File: config.mk
export PLATFORM = sky130hd
export DESIGN_NAME = length_prefixed_deframer
export DESIGN_NICKNAME = d
export VERILOG_FILES = /design/src/hdl/lpd_pkg.sv /design/src/hdl/lpd_parse.sv /design/src/hdl/lpd_out_reg.sv /design/src/hdl/length_prefixed_deframer.sv
export SDC_FILE = /design/constraint.sdc
export NUM_CORES = 1
export LEC_CHECK = 0
export ABC_AREA = 1
export BUFFER_PORTS_ARGS = -buffer_cell sky130_fd_sc_hd__clkbuf_2
export CORE_ASPECT_RATIO = 0.5
export CORE_MARGIN = 1.5
export CORE_UTILIZATION = 50
export DETAILED_ROUTE_END_ITERATION = 7
export PLACE_DENSITY = 0.71
export SLEW_MARGIN = 20
export SYNTH_ARGS = -nofsm -noshare
export SYNTH_HDL_FRONTEND = slang
export SYNTH_SLANG_ARGS = --single-unit
File: constraint.sdc
create_clock -name clock -period 3.95 [get_ports clock]
set_input_delay 0.79 -clock clock [delete_from_list [all_inputs] [get_ports clock]]
set_output_delay 0.79 -clock clock [all_outputs]
set_load 0.005 [all_outputs]
File: src/hdl/lpd_pkg.sv
`default_nettype none
package lpd_pkg;

   // result kinds
   localparam logic [1:0] KIND_PAYLOAD = 2'd0;
   localparam logic [1:0] KIND_EMPTY   = 2'd1;
   localparam logic [1:0] KIND_ERROR   = 2'd2;

   // error codes
   localparam logic [2:0] ERR_BAD_HEADER = 3'd0;
   localparam logic [2:0] ERR_BAD_PREFIX = 3'd1;
   localparam logic [2:0] ERR_BAD_LENGTH = 3'd2;
   localparam logic [2:0] ERR_TOO_LARGE  = 3'd3;
   localparam logic [2:0] ERR_OVERFLOW   = 3'd4;

   // register indexes
   localparam logic [7:0] REG_PAYLOAD_CAP  = 8'd0;
   localparam logic [7:0] REG_HEADER_LIMIT = 8'd1;

   localparam logic [15:0] PAYLOAD_CAP_RESET  = 16'd4096;
   localparam logic [7:0]  HEADER_LIMIT_RESET = 8'd100;

   localparam logic [7:0] CHAR_NEWLINE = 8'h0A;

   // length accumulator holds up to payload_cap + 1
   localparam int LEN_W = 17;

   typedef struct packed {
      logic             prefix_ok;
      logic             number_ok;
      logic             negative;
      logic [LEN_W-1:0] length;
   } hdr_status_type;

   typedef struct packed {
      logic [1:0] kind;
      logic [7:0] data;
      logic       last;
      logic [2:0] error_code;
   } rsp_type;

endpackage
`default_nettype wire

File: src/hdl/lpd_parse.sv
`default_nettype none
module lpd_parse (
   input  wire logic                   clock,
   input  wire logic                   reset,
   input  wire logic                   byte_en,
   input  wire logic                   restart,
   input  wire logic [7:0]             rx_byte,
   input  wire logic [15:0]            payload_cap,
   output lpd_pkg::hdr_status_type     status
);

   typedef enum logic [3:0] {
      ST_L, ST_E, ST_N, ST_COLON, ST_START, ST_SPACE, ST_SIGN,
      ST_DIGITS, ST_ENDED, ST_BADPREFIX, ST_BADNUM
   } stage_type;

   localparam logic [7:0] CHAR_L     = 8'h4C;
   localparam logic [7:0] CHAR_E     = 8'h45;
   localparam logic [7:0] CHAR_N     = 8'h4E;
   localparam logic [7:0] CHAR_COLON = 8'h3A;
   localparam logic [7:0] CHAR_PLUS  = 8'h2B;
   localparam logic [7:0] CHAR_MINUS = 8'h2D;
   localparam logic [7:0] CHAR_ZERO  = 8'h30;
   localparam logic [7:0] CHAR_NINE  = 8'h39;
   localparam logic [7:0] CHAR_NUL   = 8'h00;

   stage_type                   stage_ff, stage_in;
   logic [lpd_pkg::LEN_W-1:0]   length_ff, length_in;
   logic                        negative_ff, negative_in;

   logic                        is_space, is_digit;
   logic [lpd_pkg::LEN_W-1:0]   max_ext;
   logic [lpd_pkg::LEN_W+3:0]   times_ten;
   logic [lpd_pkg::LEN_W+3:0]   grown;
   logic [lpd_pkg::LEN_W-1:0]   digit_len;

   assign is_space = (rx_byte == 8'h20) || (rx_byte == 8'h09) || (rx_byte == 8'h0B) ||
                     (rx_byte == 8'h0C) || (rx_byte == 8'h0D);
   assign is_digit = (rx_byte >= CHAR_ZERO) && (rx_byte <= CHAR_NINE);

   // saturating decimal step: x*10 + digit, clamped to payload_cap + 1
   always_comb begin
      max_ext   = {1'b0, payload_cap};
      times_ten = {length_ff, 3'b000} + {2'b00, length_ff, 1'b0}
                + {(lpd_pkg::LEN_W+4)'(rx_byte[3:0])};
      if (length_ff <= max_ext) begin
         grown = times_ten;
      end else begin
         grown = {4'b0000, length_ff};
      end
      if (grown > {4'b0000, max_ext}) begin
         digit_len = max_ext + 1'b1;
      end else begin
         digit_len = grown[lpd_pkg::LEN_W-1:0];
      end
   end

   always_comb begin
      stage_in    = stage_ff;
      length_in   = length_ff;
      negative_in = negative_ff;
      case (stage_ff)
         ST_L:     stage_in = (rx_byte == CHAR_L)     ? ST_E     : ST_BADPREFIX;
         ST_E:     stage_in = (rx_byte == CHAR_E)     ? ST_N     : ST_BADPREFIX;
         ST_N:     stage_in = (rx_byte == CHAR_N)     ? ST_COLON : ST_BADPREFIX;
         ST_COLON: stage_in = (rx_byte == CHAR_COLON) ? ST_START : ST_BADPREFIX;
         ST_START, ST_SPACE: begin
            if (is_space) begin
               stage_in = ST_SPACE;
            end else if (rx_byte == CHAR_PLUS || rx_byte == CHAR_MINUS) begin
               negative_in = (rx_byte == CHAR_MINUS);
               stage_in    = ST_SIGN;
            end else if (is_digit) begin
               length_in = digit_len;
               stage_in  = ST_DIGITS;
            end else begin
               stage_in = ST_BADNUM;
            end
         end
         ST_SIGN: begin
            if (is_digit) begin
               length_in = digit_len;
               stage_in  = ST_DIGITS;
            end else begin
               stage_in = ST_BADNUM;
            end
         end
         ST_DIGITS: begin
            if (is_digit) begin
               length_in = digit_len;
            end else if (rx_byte == CHAR_NUL) begin
               stage_in = ST_ENDED;
            end else begin
               stage_in = ST_BADNUM;
            end
         end
         default: stage_in = stage_ff;
      endcase
   end

   always_ff @(posedge clock) begin
      if (reset || restart) begin
         stage_ff    <= ST_L;
         length_ff   <= '0;
         negative_ff <= 1'b0;
      end else if (byte_en) begin
         stage_ff    <= stage_in;
         length_ff   <= length_in;
         negative_ff <= negative_in;
      end
   end

   always_comb begin
      status.prefix_ok = !(stage_ff inside {ST_L, ST_E, ST_N, ST_COLON, ST_BADPREFIX});
      status.number_ok = (stage_ff == ST_DIGITS) || (stage_ff == ST_ENDED);
      status.negative  = negative_ff;
      status.length    = length_ff;
   end

endmodule
`default_nettype wire

File: src/hdl/lpd_out_reg.sv
`default_nettype none
module lpd_out_reg (
   input  wire logic             clock,
   input  wire logic             reset,
   input  wire logic             load,
   input  wire lpd_pkg::rsp_type result,
   input  wire logic             rsp_stall,
   output logic                  free,
   output logic                  rsp_valid,
   output logic [1:0]            rsp_kind,
   output logic [7:0]            rsp_data,
   output logic                  rsp_last,
   output logic [2:0]            rsp_error_code
);

   logic             valid_ff;
   lpd_pkg::rsp_type result_ff;

   // slot frees up in the same cycle the receiver takes the item
   assign free = !valid_ff || !rsp_stall;

   always_ff @(posedge clock) begin
      if (reset) begin
         valid_ff <= 1'b0;
      end else if (free) begin
         valid_ff <= load;
      end
   end

   always_ff @(posedge clock) begin
      if (free && load) begin
         result_ff <= result;
      end
   end

   assign rsp_valid      = valid_ff;
   assign rsp_kind       = result_ff.kind;
   assign rsp_data       = result_ff.data;
   assign rsp_last       = result_ff.last;
   assign rsp_error_code = result_ff.error_code;

endmodule
`default_nettype wire

File: src/hdl/length_prefixed_deframer.sv
`default_nettype none
// length-prefixed deframer
//
// req channel: one received byte per item (req_rx_byte), valid/stall handshake.
// the stream carries frames of the form "LEN:<decimal>\n" followed by exactly
// that many payload bytes. rsp channel: at most one item per received byte:
// a payload byte (last set on the final byte of a frame), an empty frame for
// a zero length, or an error with its code when a header line ends badly.
// header bytes and the newline of a good header give no rsp item.
// csr channel: write-only, valid/ready, index 0 payload length cap, index 1
// header_limit. ready is always high; write only while the block is idle.
// a req item is taken into the input register at acceptance; its result is
// then loaded into the result register, which drives rsp_valid, once it is free.
// throughput: one byte per clock while no stalled result blocks it, since the
// header parser and frame counters update once per byte.
// while rsp_stall holds a result, bytes that make no result still pass
// through; the next byte that makes one waits in the input register with
// req_stall high. reset clears all control state and loads the register defaults
// (4096 and 100). once a frame would hold BUFFER_BYTES bytes an overflow
// error is sent and every later byte is dropped until reset.
module length_prefixed_deframer #(
   parameter int BUFFER_BYTES = 8192
) (
   input  wire logic        clock,
   input  wire logic        reset,
   // input bytes
   input  wire logic        req_valid,
   output logic             req_stall,
   input  wire logic [7:0]  req_rx_byte,
   // results
   output logic             rsp_valid,
   input  wire logic        rsp_stall,
   output logic [1:0]       rsp_kind,
   output logic [7:0]       rsp_data,
   output logic             rsp_last,
   output logic [2:0]       rsp_error_code,
   // register writes
   input  wire logic        csr_valid,
   output logic             csr_ready,
   input  wire logic [7:0]  csr_index,
   input  wire logic [15:0] csr_wdata
);

   // held byte count never goes past BUFFER_BYTES - 1
   localparam int CW = $clog2(BUFFER_BYTES);
   localparam logic [CW-1:0] HELD_LIMIT = CW'(BUFFER_BYTES - 1);

   typedef enum logic [1:0] {
      PH_HEADER,
      PH_PAYLOAD,
      PH_DEAD
   } phase_type;

   // configuration
   logic [15:0] payload_cap_ff;
   logic [7:0]  header_limit_ff;

   // input register
   logic        in_valid_ff;
   logic [7:0]  in_byte_ff;

   // frame state
   phase_type   phase_ff, phase_in;
   logic [CW-1:0] held_ff, held_in;
   logic [15:0] remaining_ff, remaining_in;

   lpd_pkg::hdr_status_type hdr;
   lpd_pkg::rsp_type        result;
   logic                    has_result;
   logic                    parse_en;
   logic                    parse_restart;
   logic                    out_free;
   logic                    advance;
   logic [lpd_pkg::LEN_W-1:0] max_ext;

   assign csr_ready = 1'b1;

   always_ff @(posedge clock) begin
      if (reset) begin
         payload_cap_ff  <= lpd_pkg::PAYLOAD_CAP_RESET;
         header_limit_ff <= lpd_pkg::HEADER_LIMIT_RESET;
      end else if (csr_valid) begin
         case (csr_index)
            lpd_pkg::REG_PAYLOAD_CAP:  payload_cap_ff  <= csr_wdata;
            lpd_pkg::REG_HEADER_LIMIT: header_limit_ff <= csr_wdata[7:0];
            default: ;
         endcase
      end
   end

   // the byte in the input register moves on when its result has a place,
   // or when it makes no result at all
   assign advance   = in_valid_ff && (out_free || !has_result);
   assign req_stall = in_valid_ff && !advance;

   always_ff @(posedge clock) begin
      if (reset) begin
         in_valid_ff <= 1'b0;
      end else if (!req_stall) begin
         in_valid_ff <= req_valid;
      end
   end

   always_ff @(posedge clock) begin
      if (!req_stall && req_valid) begin
         in_byte_ff <= req_rx_byte;
      end
   end

   lpd_parse u_parse (
      .clock       (clock),
      .reset       (reset),
      .byte_en     (parse_en),
      .restart     (parse_restart),
      .rx_byte     (in_byte_ff),
      .payload_cap (payload_cap_ff),
      .status      (hdr)
   );

   assign max_ext = {1'b0, payload_cap_ff};

   // per-byte frame control
   always_comb begin
      phase_in          = phase_ff;
      held_in           = held_ff;
      remaining_in      = remaining_ff;
      has_result        = 1'b0;
      parse_en          = 1'b0;
      parse_restart     = 1'b0;
      result.kind       = lpd_pkg::KIND_ERROR;
      result.data       = 8'h00;
      result.last       = 1'b0;
      result.error_code = lpd_pkg::ERR_BAD_HEADER;
      case (phase_ff)
         PH_HEADER, PH_PAYLOAD: begin
            if (held_ff >= HELD_LIMIT) begin
               // frame would fill the buffer: report once and go dead
               has_result        = 1'b1;
               result.error_code = lpd_pkg::ERR_OVERFLOW;
               phase_in          = PH_DEAD;
            end else if (phase_ff == PH_PAYLOAD) begin
               has_result   = 1'b1;
               result.kind  = lpd_pkg::KIND_PAYLOAD;
               result.data  = in_byte_ff;
               remaining_in = remaining_ff - 1'b1;
               if (remaining_ff == 16'd1) begin
                  result.last   = 1'b1;
                  phase_in      = PH_HEADER;
                  held_in       = '0;
                  parse_restart = 1'b1;
               end else begin
                  held_in = held_ff + 1'b1;
               end
            end else if (in_byte_ff == lpd_pkg::CHAR_NEWLINE) begin
               // header line complete: checks in priority order
               has_result    = 1'b1;
               parse_restart = 1'b1;
               held_in       = '0;
               if (held_ff == '0 || held_ff >= CW'(header_limit_ff)) begin
                  result.error_code = lpd_pkg::ERR_BAD_HEADER;
               end else if (!hdr.prefix_ok) begin
                  result.error_code = lpd_pkg::ERR_BAD_PREFIX;
               end else if (!hdr.number_ok) begin
                  result.error_code = lpd_pkg::ERR_BAD_LENGTH;
               end else if (hdr.negative && hdr.length != '0) begin
                  result.error_code = lpd_pkg::ERR_BAD_LENGTH;
               end else if (hdr.length > max_ext) begin
                  result.error_code = lpd_pkg::ERR_TOO_LARGE;
               end else if (hdr.length == '0) begin
                  result.kind = lpd_pkg::KIND_EMPTY;
                  result.last = 1'b1;
               end else begin
                  // good nonzero length: header plus newline stay counted
                  has_result    = 1'b0;
                  parse_restart = 1'b0;
                  phase_in      = PH_PAYLOAD;
                  remaining_in  = hdr.length[15:0];
                  held_in       = held_ff + 1'b1;
               end
            end else begin
               parse_en = advance;
               held_in  = held_ff + 1'b1;
            end
         end
         default: ;
      endcase
      if (!advance) begin
         parse_restart = 1'b0;
      end
   end

   always_ff @(posedge clock) begin
      if (reset) begin
         phase_ff     <= PH_HEADER;
         held_ff      <= '0;
         remaining_ff <= '0;
      end else if (advance) begin
         phase_ff     <= phase_in;
         held_ff      <= held_in;
         remaining_ff <= remaining_in;
      end
   end

   lpd_out_reg u_out (
      .clock          (clock),
      .reset          (reset),
      .load           (advance && has_result),
      .result         (result),
      .rsp_stall      (rsp_stall),
      .free           (out_free),
      .rsp_valid      (rsp_valid),
      .rsp_kind       (rsp_kind),
      .rsp_data       (rsp_data),
      .rsp_last       (rsp_last),
      .rsp_error_code (rsp_error_code)
   );

endmodule
`default_nettype wire

Word-level counts from Yosys, hierarchy flattened. Index checks and enable logic that the tools add are counted.

Muxes and demuxes: 84. Order comparisons: 7. Bitwise gates (word level): 6. Eq/ne operators: 38. Reduce and logical (&&, ||, !) cells: 52. Add/sub/neg operators: 5.

Operator list (number): $mux 16 (8); $mux 13 (9); $mux 17 (4); $mux 2 (24); $eq 8x4->1 const B (5); $mux 4 (9); $pmux 17 s2 (1); $eq 8x6->1 const B (4); $pmux 4 s7 (1); $mux 1 (25); $eq 8x7->1 const B (3); $add 20x18->21 (1); $add 21x4->21 (1); $gt 21x16->1 (1); $mux 21 (1); $reduce_and 10->1 (2); $add 16x1->17 const B (1); $gt 17x16->1 (1); $le 17x16->1 (1); $logic_not 17->1 (1); $reduce_bool 17->1 (1); $eq 16x1->1 const B (1); $eq 4x3->1 const B (4); $logic_not 8->1 (2); 34 further kinds (81).

Word-level logic and storage cells: 210. Input bits: 37. Register bits after elaboration: 101. Output and inout port bits: 17.

Depth between registers and ports, before layout. Gate-level depths: netlist (run 1).

Depth after elaboration: 19. Gate-level depth with buffers: 33. Gate-level depth less buffers: 31.

Hierarchy. Synthesis (run 1) repeated with hierarchy kept, for this count alone.

Cells, all modules: 1341. Area, all modules: 8735.9 um^2.

Modules (own cells, without submodules): length_prefixed_deframer (area an instance 4396.7 um^2, times used 1, seq. area each 1361.3 um^2, cells each 678); lpd_parse (area an instance 3875.0 um^2, times used 1, seq. area each 440.4 um^2, cells each 644); lpd_out_reg (area an instance 464.2 um^2, times used 1, seq. area each 440.4 um^2, cells each 19).

Worst setup path after synthesis (run 1). Ideal clock, no wire load.

Path type: reg-to-reg. From: reg in_byte_ff[3]. To: reg u_parse.length_ff[5] in the netlist's numbering. Data arrival time: 3.964 ns. Buffers on the path: 1. Data required time: 3.839 ns. Path slack: -0.126 ns. Clock period less this slack: 4.076 ns. Cell stages (with the launch flop): 29. Library setup time: 0.111 ns. Cell sequence: edfxtp_1 > fa_1 > inv_1 > fa_1 > nand3b_1 > nand2_1 > nand2_1 > nand3_1 > xor2_1 > or2_2 > o21ai_0 > inv_1 > ha_1 > nand2_1 > nor4_1 > o21ai_0 > nand2_1 > nand2_1 > nand2_1 > nand2_1 > nand2_1 > nand2_1 > nand3_1 > nor2_2 > buf_2 > nand2_1 > nand2_1 > nor2_1 > nor2_1.

Longest elaborated chain between the ends: 13. Elaborated cells on any way between the ends: 43. Those cells by class: add/sub: 1; order compare: 3; eq/ne: 10; mux: 18; reduce/logical: 11.

RTL lines: start, declared (line length_prefixed_deframer.sv:60) `logic [7:0] in_byte_ff;`; start signal, assigned (line length_prefixed_deframer.sv:106) `in_byte_ff <= req_rx_byte;`; parallel branches: the longest is 13 deep, another holds $add 21x4->21; end signal, assigned (line lpd_parse.sv:108) `length_ff <= length_in;`; end, declared (line lpd_parse.sv:28) `logic [lpd_pkg::LEN_W-1:0] length_ff, length_in;`.

Several ways; the timed one is not identified. The select of a mux whose other input is x is not followed. A chain may end at the register's enable or synchronous reset.

Worst setup path after layout (run 1).
From: reg in_byte_ff[2]. To: reg u_parse.length_ff[8] in the netlist's numbering.

Same word-level chain as after synthesis.

==> qor.yml, run 1 <==
r2r_start: "in_byte_ff[2]"
setup_viol: 17
gp_congestion: 0.957
multi_input_area_um2: 5200
drt_iter0_markers: 697
firstDrtPassIters: 5
fmaxAchievable_mhz: 233
ys_warn_count: 0
start_util: 0.513
ys.flop_type: "dfxtp_1"
cp_slowest_cell: "edfxtp_1"
fin_nets: 1392
maxSlewHeadroom: 0.411
synth_edf_count: 22
path_common_cell: "nand2_1"
leakagePower_nw: 4.48
path_max_fanout: 5
swShare: 0.241
core_um2: 15500
ys_ff_latch: 101
async_reset_ff_frac: 0
hold_violations: 0
worst_pin_slew_ns: 0.875
area_growth_pct: 19.2
crit_family: "simple AND/OR/NAND/NOR gates"
drc_errors: 0
p_int_mw: 1.68
placementRows: 32
p_seq_frac: 0.487
dp_hpwl_mm: 17.6
rsz0062_at_grt: "true"
grt_max_degree: 31
crit_buf_inv: 5
dpl_worst_slack_ns: -0.269
wirelength_mm: 23.4
p_comb_frac: 0.074
cp-start-kind: "flop"
reg2reg_slack_ns: -0.35
dp.cells: 1450
postSynthAreaPerCell_um2: 6.75
p_sw_uw: 531
cts_tree: "yes"
n_fill_cell: 1424
peakVddDrop_v: 0.000181
worstPathRequired_ns: 4.21
fin_ws_ns: -0.349
fp.dieW_um: 181
period_share: 1.09
synthDistinctLibCells: 50
finClkSkew_ns: 0.0101
io_buffers: 52
period_needed_ns: 4.30
routedWlPerCell_um: 15.7
register_area_um2: 2240
placed_cell_area_um2: 8650
grt_util_all_layers: 0.284
die_h_um: 92.1
via_per_inst: 5.58
top_level_ports: 54
max-cap-violations: 0
netlist_area_um2: 7940
hold_end: "header_limit_ff[1]"
grt_pass1_wl_mm: 37.5
cts-root-buf: "clkbuf_16"
syn_nets: 1293
ctsHoldBuffers: 0
crit_type: "flop to flop"
numCtsBuffers: 9
reg2reg_to: "u_parse.length_ff[8]"
drive_above_1_share: 0.175
total_power_mw: 2.21
synthCells: 1176
finalMaxSlewViolations: 0
crit_arrival_ns: 4.56
fin_area_um2: 9460
hold_path.class: "flop to flop"
insertion_delay_ns: 0.36
p_clk_frac: 0.439
clkSlewWorstSetupHoldPaths_ns: 0.07
grt_pass1_vias: 7444
status: "complete, but fails checks"
dr_total_vias: 8293
antenna_found_initial: 2
tns_ns: -4.67
reg2reg_depth: 31
violations: "negative setup slack"
worst-path-stages: 31
hold_start: "header_limit_ff[1]"
ys_seq_area_frac: 0.283
grt_overflow: 0
die_area_um2: 16700
whs_path_depth: 2
cts_buffer_depth: 2
final_cells: 1485
h-tree-depth: 3
antenna_left: 0
cp_slowest_stage_delay_ns: 0.46
worstSetupEndpointType: "flop"
cts.sink_count: 101
power_density_nw_per_um2: 233
==> final cells by class <==
cell class	count	share of cell area
multi-input combinational	890	0.550
sequential	101	0.237
timing repair buffer	117	0.0897
inverter	156	0.0625
tap	204	0.0270
clock buffer	10	0.0242
clock inverter	6	0.00900
antenna	1	0.000265
==> how the worst max path moves through the flow <==
stage | slack (ns) | from | to
3_3_place_gp | -0.09 | in_byte_ff[3] | u_parse.length_ff[5]
5_1_grt | -0.52 | in_byte_ff[2] | u_parse.length_ff[12]
6_report | -0.35 | in_byte_ff[2] | u_parse.length_ff[8]
3_5_place_dp | -0.27 | in_byte_ff[3] | u_parse.length_ff[7]
4_1_cts | -0.12 | in_byte_ff[3] | u_parse.length_ff[4]
2_1_floorplan | 0.002 | in_byte_ff[3] | u_parse.length_ff[5]
==> power by group through the flow <==
stage,sequential (mW),clock (mW),combinational (mW)
2_1_floorplan,1.10,0,0.0928
3_3_place_gp,1.10,0,0.146
3_5_place_dp,1.10,0,0.149
4_1_cts,1.07,0.978,0.157
5_1_grt,1.08,1.01,0.181
6_report,1.07,0.970,0.163
==> registers in the layout (all words and copies together) (netlist names), 3 cells and up <==
register and count:
in_byte_ff 8, payload_cap_ff 16, u_parse.length_ff 17, held_ff 13, header_limit_ff 8, remaining_ff 16, u_out.rsp_data 8, u_parse.stage_ff 4
u_out.rsp_error_code 3
==> placed cells by master (no fill, tap or decap), types with 21 or more instances in the layout <==
cell,instances
nor3_1,23
inv_1,140
edfxtp_1,22
a21oi_1,79
buf_4,53
nand3_1,68
xor2_1,21
clkbuf_2,52
nand2_1,223
ha_1,71
dfxtp_1,79
nand2_2,25
nor2_1,166
o21ai_0,63
==> routing by layer <==
layer	global-route usage	vias up	part of all wire
li1	-	4105	-
met1	0.403	3825	0.46
met2	0.434	323	0.42
met3	0.0639	40	0.094
met4	0.0660	0	0.019
met5	0	-	0
==> tightest hold or removal path, cell delays in order (launching register included) <==
cell and delay, ns:
dfxtp_1 0.30, inv_1 0.06, a21oi_1 0.06
==> repair_timing <==
action                                  CTS  global route
buffers inserted                         12             2
pin swaps                                12            27
gates resized for setup                  50            38
gates cloned                              3             1
endpoints found under the setup margin   17            17
==> Yosys cell counts (3+ instances only) <==
library cell,n,area share
nand2_2,5,0.0039
or2_2,5,0.0039
o22ai_1,3,0.0024
xnor2_1,6,0.0066
dfxtp_1,79,0.20
nor2_2,5,0.0039
a21oi_1,83,0.052
clkbuf_1,15,0.0071
nand3_1,73,0.046
ha_1,78,0.12
o2111ai_1,4,0.0044
xor2_1,21,0.023
nand3b_1,4,0.0038
nor2_1,171,0.081
o211ai_1,4,0.0038
o21ai_0,77,0.049
nor3_1,23,0.015
edfxtp_1,22,0.083
inv_2,9,0.0043
a31oi_1,4,0.0032
buf_2,6,0.0038
nor4_1,9,0.0071
a21o_1,3,0.0028
buf_6,6,0.0085
inv_1,144,0.068
nand2_1,245,0.12
o21bai_1,21,0.020
nand4_1,20,0.016
==> per-stage QoR <==
step	hold slack [ns]	util
2_1_floorplan	0.435	-
4_1_cts	0.469	0.603
6_report	0.465	0.612
3_3_place_gp	0.461	0.560
5_1_grt	0.496	0.612
3_5_place_dp	0.456	0.560
==> logic make-up (layout without fill, tap and decap cells) <==
family	after synthesis	count (layout)	synth area share
xor gates and xnor gates	27	27	0.0298
other	1	2	0.000473
buffers and inverters	185	289	0.0957
DFF	101	101	0.283
AOI/OAI and AO/OA	210	210	0.149
and+or+nand+nor	572	572	0.314
adders and majority gates	80	80	0.128
(Power assumes the default switching activity.)
==> run 2: changes to the inputs <==
Settings changed: MAX_ROUTING_LAYER set to met4, SKIP_CTS_REPAIR_TIMING set to 1.
==> qor.yml, run 2 (same netlist as run 1, synthesis figures left out) <==
finClkSkew_ns: 0.0105  # +0.000333 ns
layout_common_cells: "nand2_1, nor2_1, inv_1, dfxtp_1, a21oi_1"
largest_reg_flops: 17  # unchanged
routedWlPerCell_um: 15.8  # +0.20%
rsz0062_at_grt: "true"
clkSlewWorstSetupHoldPaths_ns: 0.08  # about the same
finalMaxSlewViolations: 0  # unchanged
violations: "negative setup slack"
path_common_cell: "nand2_1"
p_sw_uw: 539  # +1.4%
antenna_left: 0  # unchanged
antenna_found_initial: 2  # unchanged
power_density_nw_per_um2: 228  # -2.1%
area_growth_pct: 18.6
wirelength_mm: 23.3  # -0.21%
setup_viol: 17  # unchanged
fin_area_um2: 9410  # -0.50%
firstDrtPassIters: 5  # unchanged
die_h_um: 92.1  # unchanged
grt_overflow: 0  # unchanged
period_share: 1.06  # -0.0309
mostFrequentLayoutCell: "nand2_1"
p_clk_frac: 0.425  # -0.014
cp_slowest_stage_delay_ns: 0.62  # +0.16 ns
gp_congestion: 0.965  # +0.85%
grt_pass1_vias: 7384  # -0.81%
h-tree-depth: 3  # unchanged
path_max_fanout: 6  # +1
p_int_mw: 1.61  # -3.9%
crit_type: "flop to flop"
period_needed_ns: 4.18  # -0.122 ns
via_per_inst: 5.54  # -0.72%
fin_nets: 1386  # -0.43%
cts-root-buf: "clkbuf_16"
cp-start-kind: "flop"
placed_cell_area_um2: 8680  # +0.26%
hold_path.class: "flop to flop"
fin_ws_ns: -0.227  # +0.122 ns
cts.sink_count: 101  # unchanged
max-cap-violations: 0  # unchanged
peakVddDrop_v: 0.000184  # +1.5%
grt_util_all_layers: 0.289  # +0.00497
fmaxAchievable_mhz: 239  # +2.9%
regMostFlops: "u_parse.length_ff"
grt_max_degree: 31  # unchanged
maxSlewHeadroom: 0.393  # -0.0179
p_seq_frac: 0.500  # +0.013
hold_violations: 0  # unchanged
numCtsBuffers: 9  # unchanged
leakagePower_nw: 4.50  # +0.37%
swShare: 0.251  # +0.00999
dpl_worst_slack_ns: -0.252  # +0.0170 ns
drt_iter0_markers: 829  # +19%
worstSetupEndpointType: "flop"
dp_hpwl_mm: 17.8  # +0.78%
p_comb_frac: 0.076  # +0.002
io_buffers: 52  # unchanged
insertion_delay_ns: 0.36  # about the same
worst_pin_slew_ns: 0.902  # +0.0277 ns
cp_slowest_cell: "fa_1"
grt_pass1_wl_mm: 37.0  # -1.4%
core_um2: 15500  # unchanged
status: "complete, but fails checks"
cts_tree: "yes"
fp.dieW_um: 181  # unchanged
dr_total_vias: 8200  # -1.1%
drive_above_1_share: 0.175  # about the same
start_util: 0.513  # unchanged
die_area_um2: 16700  # unchanged
worstPathRequired_ns: 4.25  # +0.04 ns
drc_errors: 0  # unchanged
biggestRegsByFlops: "u_parse.length_ff (17), payload_cap_ff (16), remaining_ff (16)"
cts_buffer_depth: 2  # unchanged
top_level_ports: 54  # unchanged
crit_arrival_ns: 4.48  # -0.08 ns
placementRows: 32  # unchanged
[run 2: cell count changes in the layout (fill, tap and decap cells not counted), moves of 2 or more]
cell / change
a21oi_1: -3
a21oi_2: +3
buf_16: -3
buf_4: -3
buf_6: -2
clkbuf_16: +2
nand2_2: -4
nand2_4: +4
nor2_1: +3
nor2_2: -2
o21ai_1: -2
[run 2: stage by stage]
step / hold slack, ns / utilization / power (mW) / TNS [ns] / cells
after floorplan: 0.435 / - / 1.19 / 0 / 1176
after CTS: 0.477 / 0.580 / 2.14 / -4.28 / 1469
after detailed placement: 0.464 / 0.561 / 1.25 / -3.53 / 1453
after global placement: 0.462 / 0.561 / 1.24 / -1.19 / 1453
after global routing: 0.490 / 0.609 / 2.21 / -6.45 / 1479
final: 0.479 / 0.609 / 2.15 / -2.67 / 1479
[run 2: cell type report]
cell class                 count  area [µm²]
antenna                        1        2.50
clock buffer                  10         229
clock inverter                 6        61.3
fill                        1405        6050
inverter                     156         591
multi-input combinational    890        5260
sequential                   101        2240
tap                          204         255
timing repair buffer         111         771
[run 2: critical path, delay by kind of cell (launching register included)]
kind                     cells  cell delay [ns]
adder cells (fa/ha/maj)      3             1.15
AND/OR/NAND/NOR             18             1.77
buffers and inverters        3             0.32
flip-flops                   1             0.44
AO/OA/AOI/OAI                5             0.46
[run 2: power by group through the flow]
stage          logic (mW)  registers (mW)  clock network, mW
2_1_floorplan      0.0928            1.10                  0
3_3_place_gp        0.146            1.10                  0
3_5_place_dp        0.148            1.10                  0
4_1_cts             0.149            1.07              0.920
5_1_grt             0.181            1.08              0.957
6_report            0.162            1.07              0.913
[run 2: path summary, 6_finish.rpt]
kind	slack (ns)	startpoint	cells past startpoint	endpoint
max	-0.23	in_byte_ff[3]	29	u_parse.length_ff[7]
min	0.48	remaining_ff[5]	2	remaining_ff[5]
max reg2reg	-0.23	in_byte_ff[3]	29	u_parse.length_ff[7]
min reg2reg	0.48	remaining_ff[5]	2	remaining_ff[5]
[run 2: layer usage]
layer | up-vias | track usage | share of wire
met2 | 333 | 0.410 | 0.41
met1 | 3744 | 0.418 | 0.49
li1 | 4093 | - | -
met5 | - | - | 0
met4 | 0 | 0.0625 | 0.015
met3 | 30 | 0.0576 | 0.085
==> run 3: changes to the inputs <==
Clock period 3.95 ns to 3.65 ns, I/O delays scaled along.
==> qor.yml, run 3 (same netlist as run 1, synthesis figures left out) <==
status: "complete, but fails checks"
violations: "negative setup slack"
path_common_cell: "nand2_1"
dr_total_vias: 8353  # +1.9%
r2r_start: "in_byte_ff[3]"
p_clk_frac: 0.440  # +0.015
die_h_um: 92.1  # unchanged
swShare: 0.260  # +0.00958
whs_path_depth: 2  # unchanged
via_per_inst: 5.45  # -1.7%
tns_ns: -6.33  # -3.66 ns
layout_common_cells: "nand2_1, nor2_1, inv_1, buf_4"
n_fill_cell: 1407  # +0.14%
h-tree-depth: 3  # unchanged
reg2reg_slack_ns: -0.42  # -0.19 ns
mostFrequentLayoutCell: "nand2_1"
area_growth_pct: 22.7
cts_tree: "yes"
biggestRegsByFlops: "u_parse.length_ff (17), payload_cap_ff (16), remaining_ff (16)"
cts_buffer_depth: 2  # unchanged
antenna_left: 0  # unchanged
p_seq_frac: 0.487  # -0.013
grt_pass1_wl_mm: 36.7  # -0.84%
topRoutingLayerUsed: "met4"
cp-start-kind: "flop"
io_buffers: 52  # unchanged
reg2reg_depth: 27  # -6.9%
grt_overflow: 0  # unchanged
antennaDiodeCount: 0  # -1
worstSetupEndpointType: "flop"
total_power_mw: 2.38  # +11%
dp_hpwl_mm: 18.2  # +2.6%
fmaxAchievable_mhz: 246  # +2.8%
drive_above_1_share: 0.202  # +0.0266
drt-met1-wl_mm: 11.5  # about the same
regMostFlops: "u_parse.length_ff"
wl_met2_mm: 9.76  # +2.3%
worstPathRequired_ns: 3.91  # -0.34 ns
firstDrtPassIters: 5  # unchanged
met3_length_mm: 1.96  # -0.96%
period_needed_ns: 4.07  # -0.112 ns
cp_slowest_cell: "fa_1"
path_max_fanout: 6  # unchanged
hold_end: "remaining_ff[5]"
fin_area_um2: 9740  # +3.5%
rsz0062_at_grt: "true"
cts.sink_count: 101  # unchanged
grt_util_all_layers: 0.286  # -0.00300
crit_buf_inv: 3  # unchanged
peakVddDrop_v: 0.000228  # +24%
p_comb_frac: 0.072  # -0.004
critPathLaunch: "in_byte_ff[3]"
crit_family: "simple AND/OR/NAND/NOR gates"
top_level_ports: 54  # unchanged
p_sw_uw: 621  # +15%
hold_violations: 0  # unchanged
leakagePower_nw: 4.72  # +4.9%
hold_start: "remaining_ff[5]"
insertion_delay_ns: 0.37  # about the same
p_int_mw: 1.76  # +9.5%
post-route-util: 0.630  # +0.0214
numCtsBuffers: 9  # unchanged
cts-root-buf: "clkbuf_16"
gp_congestion: 0.942  # -2.4%
finalMaxSlewViolations: 0  # unchanged
die_area_um2: 16700  # unchanged
finClkSkew_ns: 0.00806  # -0.00240 ns
register_area_um2: 2240  # unchanged
holdWs_ns: 0.478  # -0.00130 ns
fin_nets: 1441  # +4.0%
reg2reg_to: "u_parse.length_ff[14]"
start_util: 0.513  # unchanged
multi_input_area_um2: 5140  # -2.1%
routedWlPerCell_um: 15.3  # -3.1%
clkSlewWorstSetupHoldPaths_ns: 0.08  # about the same
hold_path.class: "flop to flop"
crit_type: "flop to flop"
placed_cell_area_um2: 9200  # +6.0%
maxSlewHeadroom: 0.487  # +0.0945
grt_pass1_vias: 7475  # +1.2%
core_um2: 15500  # unchanged
antenna_found_initial: 0  # -2
placementRows: 32  # unchanged
drc_errors: 0  # unchanged
worst_pin_slew_ns: 0.762  # -0.140 ns
period_share: 1.11  # +0.0563
fin_ws_ns: -0.415  # -0.188 ns
crit_arrival_ns: 4.33  # -0.15 ns
wirelength_mm: 23.4  # +0.39%
max-cap-violations: 0  # unchanged
setup_viol: 17  # unchanged
drt_iter0_markers: 798  # -3.7%
fp.dieW_um: 181  # unchanged
grt_max_degree: 31  # unchanged
power_density_nw_per_um2: 245  # +7.2%
largest_reg_flops: 17  # unchanged
cp_slowest_stage_delay_ns: 0.56  # -0.06 ns
## run 3: cell types whose count changed in the layout (fill, tap and decap cells not counted), moves of 3 or more
cell     change
buf_4       +55
ha_1         +3
ha_4         -3
inv_8        +3
nand2_1      +6
nand2_4      -5
nor2_1       -4
nor2_2       +4
## run 3: area by class of cell
cell class / count / share of cell area
Tap cell: 204 / 0.0262
Clock inverter: 7 / 0.00925
Timing Repair Buffer: 166 / 0.122
Sequential cell: 101 / 0.230
Inverter: 156 / 0.0606
Multi-Input combinational cell: 890 / 0.528
Clock buffer: 9 / 0.0231
## run 3: worst max-delay path by stage
stage                       endpoint  slack, ns  cells after the start
3_3_place_gp   u_parse.length_ff[10]      -0.31                     29
5_1_grt        u_parse.length_ff[10]      -0.61                     28
2_1_floorplan   u_parse.length_ff[5]       -0.1                     30
6_report       u_parse.length_ff[14]      -0.42                     27
3_5_place_dp   u_parse.length_ff[14]      -0.44                     29
4_1_cts        u_parse.length_ff[14]      -0.46                     29
## run 3: worst register-to-register path, cell delays in order (launching register included)
cell and delay (ns):
edfxtp_1 0.42, fa_1 0.56, inv_2 0.05, fa_2 0.36, nand3b_1 0.18, nand2_2 0.12, buf_4 0.11, nand2_1 0.05
nand2_2 0.08, xor2_1 0.14, nand2_1 0.09, o21ai_2 0.10, ha_1 0.30, a21oi_2 0.15, o21ai_1 0.08, a21oi_1 0.11
nand2_1 0.06, nand2_1 0.05, nand2_1 0.04, nand2_1 0.05, nand2_1 0.06, nand2_1 0.07, nand3_2 0.08, nor2_4 0.25
buf_6 0.18, nor2_2 0.03, nor2_1 0.13, nor2_1 0.06
## run 3: power by group through the flow
stage | clock network (mW) | registers, mW | logic, mW
floorplan | 0 | 1.19 | 0.101
global placement | 0 | 1.19 | 0.163
detailed placement | 0 | 1.19 | 0.165
CTS | 1.05 | 1.16 | 0.167
global route | 1.09 | 1.16 | 0.191
finish | 1.05 | 1.16 | 0.173
## run 3: routing by layer
layer,global-route usage,vias to the layer above
met5,-,-
li1,-,4192
met2,0.414,304
met3,0.0560,25
met4,0.0514,0
met1,0.412,3832
## run 3: through the flow
stage	std cells	worst slack (ns)
floorplan	1176	-0.0961
global placement	1512	-0.314
detailed placement	1512	-0.439
CTS	1528	-0.464
global route	1533	-0.614
finish	1533	-0.415
